[src/rtl/core/hht_pkg.sv]
// Shared types and constants for the HTTP head tokenizer.
// Depends on nothing; the top level uses it by scoped names.
package hht_pkg;

    // Character codes the tokenizer looks for.
    localparam logic [7:0] CHAR_NUL   = 8'h00;
    localparam logic [7:0] CHAR_LF    = 8'h0A;
    localparam logic [7:0] CHAR_CR    = 8'h0D;
    localparam logic [7:0] CHAR_SPACE = 8'h20;
    localparam logic [7:0] CHAR_ZERO  = 8'h30;
    localparam logic [7:0] CHAR_COLON = 8'h3A;

    // The status code field takes at most this many bytes.
    localparam logic [7:0] CODE_DIGITS = 8'd10;
    localparam logic [7:0] COUNT_MAX   = 8'd255;

    // Configuration register indexes.
    localparam logic [7:0] CFG_IS_RESPONSE   = 8'd0;
    localparam logic [7:0] CFG_METHOD_LIMIT  = 8'd1;
    localparam logic [7:0] CFG_VERSION_LIMIT = 8'd2;
    localparam logic [7:0] CFG_STATUS_LIMIT  = 8'd3;

    // Configuration reset values.
    localparam logic [7:0] METHOD_LIMIT_RST  = 8'd15;
    localparam logic [7:0] VERSION_LIMIT_RST = 8'd15;
    localparam logic [7:0] STATUS_LIMIT_RST  = 8'd63;

    // Token classes.
    localparam logic [2:0] TOK_DELIM  = 3'd0;
    localparam logic [2:0] TOK_FIELD1 = 3'd1;
    localparam logic [2:0] TOK_FIELD2 = 3'd2;
    localparam logic [2:0] TOK_FIELD3 = 3'd3;
    localparam logic [2:0] TOK_KEY    = 3'd4;
    localparam logic [2:0] TOK_VALUE  = 3'd5;
    localparam logic [2:0] TOK_DONE   = 3'd6;

    // Error codes.
    localparam logic [2:0] ERR_NONE         = 3'd0;
    localparam logic [2:0] ERR_TOO_LONG     = 3'd1;
    localparam logic [2:0] ERR_NO_SPACE1    = 3'd2;
    localparam logic [2:0] ERR_NO_SPACE2    = 3'd3;
    localparam logic [2:0] ERR_NO_COLON     = 3'd4;

    typedef struct packed {
        logic [7:0] byte_in;
        logic       start_of_message;
    } hht_in_t;

    typedef struct packed {
        logic [7:0]         byte_out;
        logic [2:0]         token_class;
        logic               line_complete;
        logic               head_complete;
        logic [2:0]         error_code;
        logic signed [31:0] status_number;
    } hht_out_t;

endpackage

[src/rtl/core/http_head_tokenizer.sv]
// Top level of the HTTP head tokenizer: parse state, result register and skid stage.
// Depends on hht_pkg for the payload structs, character codes and token/error codes.
//
//  channel | direction | handshake               | payload
//  --------+-----------+-------------------------+----------------------------------
//  in      | input     | in_valid / in_ready     | hht_pkg::hht_in_t  (one head byte)
//  out     | output    | out_valid / out_ready   | hht_pkg::hht_out_t (tagged byte)
//  cfg     | input     | cfg_valid / cfg_ready   | cfg_index (8 bits), cfg_data (8 bits)
//
// Each accepted byte is registered in the result register, or in the skid register
// if a result is stalled; a byte can be accepted every cycle while the skid is empty.
// Each update is one pass of logic between the parse state and result registers.
// A skid register behind the result register lets one more byte be accepted while
// a result is stalled; in_ready drops only when that skid register is occupied.
// Reset restores the configuration defaults and the start-of-head parse state.
// Configuration writes are always taken, and are meant to be made while idle.
module http_head_tokenizer
(
    input  logic              clk,
    input  logic              rst_n,

    input  logic              in_valid,
    output logic              in_ready,
    input  hht_pkg::hht_in_t  in_data,

    output logic              out_valid,
    input  logic              out_ready,
    output hht_pkg::hht_out_t out_data,

    input  logic              cfg_valid,
    output logic              cfg_ready,
    input  logic [7:0]        cfg_index,
    input  logic [7:0]        cfg_data
);

    // Parser phase, one-hot. The start line has three fields; after the third
    // field ends early (CR or NUL) the rest of the line is ignored. Header lines
    // go through key, leading-space skip, value and ignored tail.
    typedef enum logic [7:0] {
        PH_F1    = 8'b0000_0001,
        PH_F2    = 8'b0000_0010,
        PH_F3    = 8'b0000_0100,
        PH_F3END = 8'b0000_1000,
        PH_KEY   = 8'b0001_0000,
        PH_VSKIP = 8'b0010_0000,
        PH_VAL   = 8'b0100_0000,
        PH_VEND  = 8'b1000_0000
    } phase_t;

    // Configuration registers.
    logic       is_response_reg;
    logic [7:0] method_limit_reg;
    logic [7:0] version_limit_reg;
    logic [7:0] status_limit_reg;

    // Parse state.
    phase_t      phase_reg,   phase_next;
    logic [1:0]  nl_run_reg,  nl_run_next;
    logic [7:0]  count_reg,   count_next;
    logic [31:0] acc_reg,     acc_next;
    logic        stopped_reg, stopped_next;

    // Output register and skid stage.
    logic              out_valid_reg;
    hht_pkg::hht_out_t out_data_reg;
    logic              skid_valid_reg;
    hht_pkg::hht_out_t skid_data_reg;

    hht_pkg::hht_out_t result;
    logic              in_fire;
    logic              out_fire;

    assign cfg_ready = 1'b1;
    assign in_ready  = !skid_valid_reg;
    assign in_fire   = in_valid && in_ready;
    assign out_fire  = out_valid_reg && out_ready;
    assign out_valid = out_valid_reg;
    assign out_data  = out_data_reg;

    // Configuration writes. Indexes beyond the register list are dropped.
    always_ff @(posedge clk or negedge rst_n)
    begin
        if (!rst_n)
        begin
            is_response_reg   <= 1'b0;
            method_limit_reg  <= hht_pkg::METHOD_LIMIT_RST;
            version_limit_reg <= hht_pkg::VERSION_LIMIT_RST;
            status_limit_reg  <= hht_pkg::STATUS_LIMIT_RST;
        end
        else if (cfg_valid && cfg_ready)
        begin
            unique case (cfg_index)
                hht_pkg::CFG_IS_RESPONSE:   is_response_reg   <= cfg_data[0];
                hht_pkg::CFG_METHOD_LIMIT:  method_limit_reg  <= cfg_data;
                hht_pkg::CFG_VERSION_LIMIT: version_limit_reg <= cfg_data;
                hht_pkg::CFG_STATUS_LIMIT:  status_limit_reg  <= cfg_data;
                default: ;
            endcase
        end
    end

    // Per-byte parse step. A start-of-message byte sees the cleared state.
    always_comb
    begin
        logic [7:0]  b;
        logic        is_cr;
        logic        is_lf;
        logic        is_sp;
        phase_t      cur_phase;
        logic [1:0]  cur_nl;
        logic [7:0]  cur_count;
        logic [31:0] cur_acc;
        logic        cur_stopped;
        logic [7:0]  limit;
        logic [2:0]  cls;
        logic        lc;
        logic        hc;
        logic [2:0]  err;

        b     = in_data.byte_in;
        is_cr = (b == hht_pkg::CHAR_CR);
        is_lf = (b == hht_pkg::CHAR_LF);
        is_sp = (b == hht_pkg::CHAR_SPACE);

        if (in_data.start_of_message)
        begin
            cur_phase   = PH_F1;
            cur_nl      = 2'd0;
            cur_count   = 8'd0;
            cur_acc     = 32'd0;
            cur_stopped = 1'b0;
        end
        else
        begin
            cur_phase   = phase_reg;
            cur_nl      = nl_run_reg;
            cur_count   = count_reg;
            cur_acc     = acc_reg;
            cur_stopped = stopped_reg;
        end

        phase_next   = cur_phase;
        nl_run_next  = cur_nl;
        count_next   = cur_count;
        acc_next     = cur_acc;
        stopped_next = cur_stopped;
        limit        = 8'd0;
        cls          = hht_pkg::TOK_DELIM;
        lc           = 1'b0;
        hc           = 1'b0;
        err          = hht_pkg::ERR_NONE;

        if (cur_stopped)
        begin
            cls = (is_cr || is_lf) ? hht_pkg::TOK_DELIM : hht_pkg::TOK_DONE;
        end
        else
        begin
            // Count newlines separated only by CRs; the second one ends the head.
            if (is_lf)
            begin
                if (cur_nl != 2'd3)
                begin
                    nl_run_next = cur_nl + 2'd1;
                end
            end
            else if (!is_cr)
            begin
                nl_run_next = 2'd0;
            end

            if (is_lf && (nl_run_next >= 2'd2))
            begin
                hc           = 1'b1;
                stopped_next = 1'b1;
            end
            else
            begin
                unique case (cur_phase)
                    PH_F1:
                    begin
                        limit = is_response_reg ? version_limit_reg : method_limit_reg;
                        if (is_sp)
                        begin
                            phase_next = PH_F2;
                            count_next = 8'd0;
                        end
                        else if (is_lf)
                        begin
                            err = hht_pkg::ERR_NO_SPACE1;
                        end
                        else if (is_cr)
                        begin
                            cls = hht_pkg::TOK_DELIM;
                        end
                        else if (cur_count >= limit)
                        begin
                            err = hht_pkg::ERR_TOO_LONG;
                        end
                        else
                        begin
                            count_next = cur_count + 8'd1;
                            cls        = hht_pkg::TOK_FIELD1;
                        end
                    end
                    PH_F2:
                    begin
                        if (is_sp)
                        begin
                            phase_next = PH_F3;
                            count_next = 8'd0;
                        end
                        else if (is_lf)
                        begin
                            err = hht_pkg::ERR_NO_SPACE2;
                        end
                        else if (is_cr)
                        begin
                            cls = hht_pkg::TOK_DELIM;
                        end
                        else if (is_response_reg)
                        begin
                            if (cur_count >= hht_pkg::CODE_DIGITS)
                            begin
                                err = hht_pkg::ERR_TOO_LONG;
                            end
                            else
                            begin
                                // acc * 10 as two shifts, then add the digit value.
                                count_next = cur_count + 8'd1;
                                acc_next   = (cur_acc << 3) + (cur_acc << 1)
                                           + {24'd0, b} - {24'd0, hht_pkg::CHAR_ZERO};
                                cls        = hht_pkg::TOK_FIELD2;
                            end
                        end
                        else
                        begin
                            // The url has no limit; its count only saturates.
                            if (cur_count != hht_pkg::COUNT_MAX)
                            begin
                                count_next = cur_count + 8'd1;
                            end
                            cls = hht_pkg::TOK_FIELD2;
                        end
                    end
                    PH_F3:
                    begin
                        limit = is_response_reg ? status_limit_reg : version_limit_reg;
                        if (is_lf)
                        begin
                            lc         = 1'b1;
                            phase_next = PH_KEY;
                            count_next = 8'd0;
                        end
                        else if (is_cr || (b == hht_pkg::CHAR_NUL))
                        begin
                            phase_next = PH_F3END;
                        end
                        else if (cur_count >= limit)
                        begin
                            err = hht_pkg::ERR_TOO_LONG;
                        end
                        else
                        begin
                            count_next = cur_count + 8'd1;
                            cls        = hht_pkg::TOK_FIELD3;
                        end
                    end
                    PH_F3END:
                    begin
                        if (is_lf)
                        begin
                            lc         = 1'b1;
                            phase_next = PH_KEY;
                            count_next = 8'd0;
                        end
                    end
                    PH_KEY:
                    begin
                        if (b == hht_pkg::CHAR_COLON)
                        begin
                            phase_next = PH_VSKIP;
                        end
                        else if (is_lf)
                        begin
                            err = hht_pkg::ERR_NO_COLON;
                        end
                        else if (!is_cr)
                        begin
                            cls = hht_pkg::TOK_KEY;
                        end
                    end
                    PH_VSKIP:
                    begin
                        if (is_lf)
                        begin
                            lc         = 1'b1;
                            phase_next = PH_KEY;
                        end
                        else if (is_cr)
                        begin
                            phase_next = PH_VEND;
                        end
                        else if (!is_sp)
                        begin
                            phase_next = PH_VAL;
                            cls        = hht_pkg::TOK_VALUE;
                        end
                    end
                    PH_VAL:
                    begin
                        if (is_lf)
                        begin
                            lc         = 1'b1;
                            phase_next = PH_KEY;
                        end
                        else if (is_cr)
                        begin
                            phase_next = PH_VEND;
                        end
                        else
                        begin
                            cls = hht_pkg::TOK_VALUE;
                        end
                    end
                    PH_VEND:
                    begin
                        if (is_lf)
                        begin
                            lc         = 1'b1;
                            phase_next = PH_KEY;
                        end
                    end
                    default:
                    begin
                        phase_next = PH_F1;
                    end
                endcase

                // Any error freezes the parse until the next message.
                if (err != hht_pkg::ERR_NONE)
                begin
                    stopped_next = 1'b1;
                    cls = (is_cr || is_lf) ? hht_pkg::TOK_DELIM : hht_pkg::TOK_DONE;
                end
            end
        end

        result.byte_out      = b;
        result.token_class   = cls;
        result.line_complete = lc;
        result.head_complete = hc;
        result.error_code    = err;
        result.status_number = $signed(acc_next);
    end

    // Parse state advances only on an accepted byte.
    always_ff @(posedge clk or negedge rst_n)
    begin
        if (!rst_n)
        begin
            phase_reg   <= PH_F1;
            nl_run_reg  <= 2'd0;
            count_reg   <= 8'd0;
            acc_reg     <= 32'd0;
            stopped_reg <= 1'b0;
        end
        else if (in_fire)
        begin
            phase_reg   <= phase_next;
            nl_run_reg  <= nl_run_next;
            count_reg   <= count_next;
            acc_reg     <= acc_next;
            stopped_reg <= stopped_next;
        end
    end

    // Result register with one skid entry. The skid entry fills only when a new
    // transaction arrives while the result register is held, and it drains into
    // the result register before any new input is taken.
    always_ff @(posedge clk or negedge rst_n)
    begin
        if (!rst_n)
        begin
            out_valid_reg  <= 1'b0;
            skid_valid_reg <= 1'b0;
        end
        else
        begin
            if (!out_valid_reg || out_fire)
            begin
                if (skid_valid_reg)
                begin
                    out_valid_reg  <= 1'b1;
                    skid_valid_reg <= 1'b0;
                end
                else
                begin
                    out_valid_reg <= in_fire;
                end
            end
            else if (in_fire)
            begin
                skid_valid_reg <= 1'b1;
            end
        end
    end

    always_ff @(posedge clk)
    begin
        if (!out_valid_reg || out_fire)
        begin
            if (skid_valid_reg)
            begin
                out_data_reg <= skid_data_reg;
            end
            else if (in_fire)
            begin
                out_data_reg <= result;
            end
        end
        else if (in_fire)
        begin
            skid_data_reg <= result;
        end
    end

    // The skid entry is only ever used behind a held result.
    assert property (@(posedge clk) disable iff (!rst_n)
        skid_valid_reg |-> out_valid_reg)
        else $error("skid entry occupied while the result register is empty");

    // An accepted byte that raises an error or ends the head stops the parser.
    assert property (@(posedge clk) disable iff (!rst_n)
        (in_fire && ((result.error_code != hht_pkg::ERR_NONE) || result.head_complete))
        |=> stopped_reg)
        else $error("parser did not stop after an error or the end of the head");

    // The end of the head is never also a line close or an error.
    assert property (@(posedge clk) disable iff (!rst_n)
        (out_valid && out_data.head_complete)
        |-> (!out_data.line_complete && (out_data.error_code == hht_pkg::ERR_NONE)))
        else $error("head end flagged together with a line close or error");

    // A byte that causes an error is tagged as a delimiter or as after-the-end.
    assert property (@(posedge clk) disable iff (!rst_n)
        (out_valid && (out_data.error_code != hht_pkg::ERR_NONE))
        |-> ((out_data.token_class == hht_pkg::TOK_DELIM)
             || (out_data.token_class == hht_pkg::TOK_DONE)))
        else $error("error byte carries a field token class");

endmodule

[config.mk]
export PLATFORM = sky130hd
export DESIGN_NAME = http_head_tokenizer
export DESIGN_NICKNAME = d
export VERILOG_FILES = /design/src/rtl/core/hht_pkg.sv /design/src/rtl/core/http_head_tokenizer.sv
export SDC_FILE = /design/constraint.sdc
export NUM_CORES = 1
export LEC_CHECK = 0
export BUFFER_PORTS_ARGS = -buffer_cell sky130_fd_sc_hd__buf_2
export CAP_MARGIN = 0
export CELL_PAD_IN_SITES_DETAIL_PLACEMENT = 0
export CELL_PAD_IN_SITES_GLOBAL_PLACEMENT = 1
export CORE_ASPECT_RATIO = 0.5
export CORE_UTILIZATION = 50
export CTS_BUF_LIST = sky130_fd_sc_hd__clkbuf_4 sky130_fd_sc_hd__clkbuf_8
export DETAILED_ROUTE_END_ITERATION = 12
export PLACE_DENSITY_LB_ADDON = 0.1
export SLEW_MARGIN = 20
export SYNTH_ARGS = -nofsm -noshare
export SYNTH_HDL_FRONTEND = slang
export SYNTH_SLANG_ARGS = --single-unit
[constraint.sdc]
create_clock -name clk -period 4.5 [get_ports clk]
set_input_delay 0.9 -clock clk [delete_from_list [all_inputs] [get_ports clk]]
set_output_delay 0.9 -clock clk [all_outputs]
set_load 0.01 [all_outputs]
==> results of run 1 <==
==> power by group through the flow <==
stage | Clock (mW) | Sequential, mW | Combinational (mW)
3_3_place_gp | 0 | 1.87 | 0.691
5_1_grt | 1.26 | 1.85 | 0.783
2_1_floorplan | 0 | 1.88 | 0.424
6_report | 1.18 | 1.84 | 0.705
4_1_cts | 1.21 | 1.84 | 0.705
3_5_place_dp | 0 | 1.88 | 0.701
==> area by class of cell <==
type | instances | area (um^2)
Clock inverter | 14 | 175
Multi-Input combinational cell | 874 | 6230
Tap cell | 300 | 375
Fill cell | 1982 | 8770
Clock buffer | 18 | 248
Timing Repair Buffer | 185 | 1230
Sequential cell | 174 | 4850
Inverter | 86 | 323
==> cell usage after synthesis, types with 4 or more instances <==
cell type | count | area, um^2
nand2b_1 | 7 | 43.8
and2_1 | 5 | 31.3
ha_1 | 100 | 1250
a2111oi_0 | 4 | 35.0
edfxtp_1 | 96 | 2880
nor3_1 | 19 | 95.1
nor3b_1 | 8 | 60.1
dfstp_2 | 15 | 394
mux2i_1 | 30 | 300
o21bai_1 | 6 | 45.0
buf_2 | 14 | 70.1
o21ai_1 | 12 | 60.1
nand3_1 | 21 | 105
dfrtp_1 | 63 | 1580
o31ai_1 | 13 | 97.6
nand4_1 | 13 | 81.3
a31oi_1 | 9 | 56.3
a21oi_1 | 69 | 345
mux2_2 | 58 | 653
o211ai_1 | 8 | 60.1
o21a_1 | 5 | 37.5
fa_1 | 4 | 80.1
and4_1 | 4 | 35.0
inv_1 | 85 | 319
a211o_1 | 5 | 43.8
buf_1 | 5 | 18.8
nand2_1 | 173 | 649
o311ai_0 | 4 | 35.0
nor2_1 | 63 | 236
buf_4 | 4 | 30.0
and3_1 | 14 | 87.6
o21ai_0 | 66 | 330
a41o_1 | 4 | 40.0
nor2b_1 | 18 | 113
xnor2_1 | 17 | 149
nor4_1 | 5 | 31.3
a21o_1 | 10 | 75.1
clkbuf_1 | 24 | 90.1
or3_1 | 4 | 25.0
a22oi_1 | 4 | 30.0
a211oi_1 | 10 | 75.1
xor2_1 | 16 | 140
==> per-stage QoR <==
| stage | cell area (um^2) | cells | setup TNS [ps] | utilization (%) |
|---|---|---|---|---|
| final | 13400 | 1651 | 0 | 60.5 |
| after global routing | 13400 | 1651 | 0 | 60.5 |
| after detailed placement | 13000 | 1619 | -893 | 58.6 |
| after CTS | 13400 | 1651 | 0 | 60.5 |
| after floorplan | 11600 | 1182 | 0 | - |
| after global placement | 13000 | 1619 | -104 | 58.6 |
==> worst reg2reg max path: stages (launching register included) <==
cell and delay, ps:
dfrtp_1 420, nand2_1 100, ha_1 280, inv_1 50, fa_1 500, fa_1 480, a21oi_1 260, o211ai_1 160
a31oi_1 300, a22oi_1 150, buf_4 180, a21oi_1 170, xor2_1 210, mux2i_1 120, mux2_2 280
==> per-layer routing <==
layer  share of wire (%)  GRT usage (%)
met3                 4.9           5.70
met5                   0              0
met2                  46           43.4
met1                  48           36.8
met4                 1.4           6.59
==> worst max path at each step <==
stage | endpoint | from | slack [ps] | depth (start not counted)
final | skid_data_reg[24] | in_data[0] | 380 | 17
after global routing | out_data[30] | in_data[0] | 150 | 17
after CTS | skid_data_reg[24] | in_data[0] | 430 | 17
after detailed placement | skid_data_reg[24] | in_data[0] | -130 | 17
after global placement | out_data[30] | in_data[0] | -30 | 17
after floorplan | out_data[27] | in_data[0] | 10 | 16
==> cell families (layout without fill, tap and decap cells) <==
logic type               after synthesis  count (layout)  share of synthesized area, %
AND/OR/NAND/NOR                      376             376                          15.7
AO/OA/AOI/OAI                        272             272                          15.7
flip-flops                           174             174                          41.8
buffers and inverters                134             303                          4.68
adder cells (fa/ha/maj)              104             104                          11.5
multiplexers                          88              88                          8.21
XOR/XNOR                              33              33                          2.49
other                                  1               1                        0.0323
==> impl_metrics.csv, run 1 <==
group,metric,value,unit
synthesis,synthCells,1182,
layout,num_antenna_cells,0,
synthesis,seq_area_frac_synth,41.8,%
global_route,grt_pass1_wl,49.0,mm
clock_tree,postCtsSetupBuffers,0,
setup_path,r2r_end,"out_data[27]",
setup_path,reg2reg_slack,620,ps
layout,drive_gt1_share,23.9,%
sta,rsz0062_at_grt,"false",
clock_tree,cts_buffer_depth,2,
setup_path,max_stage_delay,510,ps
setup_path,cp_top_family,"adder cells",
clock_tree,htree_levels,4,
synthesis,avgSynthCellArea,9.83,um^2
power,clockPowerShare,31.6,%
global_route,grt_pass1_vias,9204,
floorplanning,die_area,23900,um^2
setup_path,arrival,4370,ps
clock_tree,cts_tree,"yes",
setup_path,start_kind,"input pin",
clock_tree,clock_sinks,174,
sta,slew_violations,0,
status,status,"finished clean",
global_route,antenna_found_initial,0,
clock_tree,cts_resized,0,
placed_design,place_ws,-131,ps
worst_hold_path,hold_class,"in2async",
sta,tightest_slew,1130,ps
detailed_routing,initialDrtViolationCount,652,
global_route,grt_max_degree,51,
power,power,3.73,mW
synthesis,synth_edf_count,96,
synthesis,async_flop_share,44.8,%
setup_path,cp_cell_sequence,"buf_2, inv_2, buf_12, nand2_1, ha_1, fa_1, inv_1, ha_1, a21oi_1, nand2_1, o21ai_2, buf_4, o2111a_1, nor3_1, a211oi_1, xor2_1, mux2i_1",
sta,fin_hold_ws,470,ps
layout,layout.nets,1472,
power,power.leakage,6.33,nW
layout,layout_commonest_cell,"nand2_1",
detailed_routing,wl_per_cell,18.5,um
synthesis,synth_nets,1316,
power,internal_power,2.59,mW
sta,period_needed,4120,ps
sta,fin_crit_sh,91.6,%
sta,fin_ws,379,ps
power,pwr-share-seq,49.5,%
power,combPwrFrac,18.9,%
sta,relSlewSlack,24.0,%
setup_path,rr_worst_depth,14,
job,cap_viol_max_count,0,
detailed_routing,drt_first_pass_iters,5,
synthesis,syn-cell-area,11600,um^2
power,p_sw_share,30.5,%
detailed_routing,drc_errors,0,
power,power.density,277,nW/um^2
sta,hold_viol,0,
clock_tree,root_buffer,"clkbuf_8",
floorplanning,rows,38,
clock_tree,clk_pin_slew,100,ps
setup_path,path_class,"in2reg",
sta,fmax,0.243,GHz
clock_tree,clk_latency,500,ps
sta,setup_viol,0,
global_route,grt_use_total,26.8,%
synthesis,synthDistinctLibCells,90,
layout,syn2layout_area_growth,15.7,%
setup_path,slowest_stage,"fa_1",
detailed_routing,drt_wl_total,30.6,mm
synthesis,synth-warning-count,0,
detailed_routing,vias_per_cell,5.74,
detailed_routing,num_vias,9484,
floorplanning,initial_core_util,52.3,%
power,vdd_drop_max,0.000226,V
setup_path,cp_max_fo,13,
power,p_sw,1.14,mW
placed_design,io_buffers,79,
synthesis,synth-main-ff-cell,"edfxtp_1",
setup_path,crit_path_end_kind,"register",
placed_design,hpwl,22.7,mm
setup_path,cp_num_buf_inv,5,
sta,skew,13.2,ps
setup_path,cp.required,4740,ps
detailed_routing,ant_nets,0,
global_route,gr-total-overflow,0,
floorplanning,core,22200,um^2
clock_tree,ctsHoldBuffers,0,
floorplanning,dieHeight,110,um
placed_design,place_congestion,0.901,
clock_tree,cts_made_buffers,17,
setup_path,r2r-start,"acc_reg[1]",
floorplanning,num_io_pins,81,
synthesis,synth-seq-cells,174,
layout,final_cell_mix,"173 x nand2_1, 104 x buf_4, 100 x ha_1",
floorplanning,die_x,218,um
No activity file was read; power rests on OpenSTA's default activity.
==> run 2: changes to the inputs <==
clock period = 3.8 ns   (was 4.5 ns; I/O delays follow)
==> run 2 against run 1 <==
Compared with the run above:
- hold slack lost 170 ps
- cell count grew 5.0%
- clock power grew 13%
- highest routed layer unchanged
- first-iteration DRC count shrank 9.0%
- global-route usage grew 0.94 points
- critical path depth shrank 1
- setup slack lost 290 ps
- non-clock buffer count grew 82
==> impl_metrics.csv, run 2 (same netlist as run 1, synthesis figures left out) <==
group,metric,value,unit
clock_tree,clk_latency,530,ps
floorplanning,num_io_pins,81,
floorplanning,dieHeight,110,um
setup_path,crit_path_end_kind,"register",
job,cap_viol_max_count,0,
clock_tree,cts_tree,"yes",
layout,drive_gt1_share,30.4,%
floorplanning,die_area,23900,um^2
placed_design,io_buffers,79,
placed_design,place_congestion,0.929,
clock_tree,clock_sinks,174,
layout,stdcell_count,1733,
clock_tree,cts_made_buffers,17,
layout,layout.nets,1554,
setup_path,path_class,"in2reg",
sta,setup_viol,0,
global_route,antenna_found_initial,0,
power,power.density,314,nW/um^2
power,vdd_drop_max,0.000239,V
floorplanning,core,22200,um^2
sta,fmax,0.269,GHz
layout,nFillCells,1931,
sta,skew,22.8,ps
global_route,grt_use_total,27.8,%
global_route,grt_max_degree,56,
detailed_routing,drc_errors,0,
placed_design,hpwl,24.3,mm
sta,tightest_slew,795,ps
power,power,4.46,mW
global_route,grt_pass1_vias,9588,
placed_design,post-place-cells,1698,
layout,final_cell_mix,"184 x buf_4, 172 x nand2_1, 96 x edfxtp_1",
status,status,"finished clean",
clock_tree,cts_buffer_depth,2,
global_route,grt_pass1_wl,50.5,mm
detailed_routing,wl_per_cell,18.4,um
sta,period_needed,3720,ps
setup_path,arrival,3980,ps
placed_design,placed_cell_area,13800,um^2
sta,hold_viol,0,
detailed_routing,num_vias,9825,
global_route,gr-total-overflow,0,
layout,num_antenna_cells,0,
setup_path,cp_cell_sequence,"clkbuf_4, inv_16, nand2_1, xnor2_1, ha_1, a31oi_2, fa_1, inv_1, ha_4, and4_1, o21ai_2, o211ai_2, a211o_1, a221oi_4, mux2i_1, o21ai_1",
power,power.leakage,6.75,nW
layout,syn2layout_area_growth,22.6,%
sta,rsz0062_at_grt,"true",
sta,setup_tns,0,ps
detailed_routing,drt_wl_total,31.9,mm
setup_path,cp_num_buf_inv,3,
setup_path,max_stage_delay,450,ps
detailed_routing,vias_per_cell,5.67,
layout,layout_commonest_cell,"buf_4",
detailed_routing,initialDrtViolationCount,593,
layout,stdcell_area,14200,um^2
setup_path,cp.required,4060,ps
clock_tree,clk_pin_slew,90,ps
sta,relSlewSlack,47.0,%
detailed_routing,ant_nets,0,
clock_tree,root_buffer,"clkbuf_8",
sta,slew_violations,0,
layout,final_util,64.1,%
detailed_routing,drt_first_pass_iters,8,
clock_tree,htree_levels,4,
worst_hold_path,hold_class,"in2async",
setup_path,start_kind,"input pin",
floorplanning,rows,38,
setup_path,slowest_stage,"fa_1",
sta,fin_crit_sh,97.8,%
floorplanning,initial_core_util,52.3,%
setup_path,cp_max_fo,18,
floorplanning,die_x,218,um
setup_path,cp_top_family,"compound AO/OA/AOI/OAI gates",
-- run 2: what timing repair did --
| action | 4_1_cts | 5_1_grt |
|---|---|---|
| resized for setup | 1 | 17 |
| hold buffers | 0 | 0 |
| setup endpoints to repair | 1 | 27 |
| buffers inserted | 0 | 3 |
| pin swaps | 0 | 11 |
-- run 2: metrics by stage --
step / hold WS [ps] / setup WS (ps)
CTS: 302 / 37.1
global placement: 462 / -472
detailed placement: 466 / -553
finish: 303 / 84.3
global route: 349 / -102
floorplan: 442 / -197
-- run 2: path summary, 6_finish.rpt --
kind | slack [ps] | end | cells after the start | startpoint
max | 80 | skid_data_reg[26] | 16 | in_data[0]
min | 300 | phase_reg[5] | 1 | rst_n
max reg2reg | 180 | out_data[27] | 15 | acc_reg[1]
min reg2reg | 490 | acc_reg[5] | 2 | acc_reg[5]
max in group asynchronous | 2730 | version_limit_reg[3] | 2 | rst_n
min in group clk | 490 | acc_reg[5] | 2 | acc_reg[5]
-- run 2: metal layers --
layer	track usage [%]	up-vias	routed length (um)
met1	37.8	4770	15100
met5	0	-	0
met2	45.7	240	14900
met4	7.29	0	425
li1	-	4781	-
met3	5.26	34	1490
-- run 2: final cells by class --
class                      instances  area (um^2)  area share (%)
tap                              300          375            2.64
multi-input combinational        874         6410            45.1
clock buffer                      18          241            1.70
inverter                          86          339            2.38
sequential                       174         4860            34.1
clock inverter                    14          144            1.01
timing repair buffer             267         1870            13.1
-- run 2: power breakdown --
part           internal, mW  switching, mW
Clock                 0.590          0.737
Sequential             2.12         0.0668
Combinational         0.407          0.546
Total                  3.11           1.35
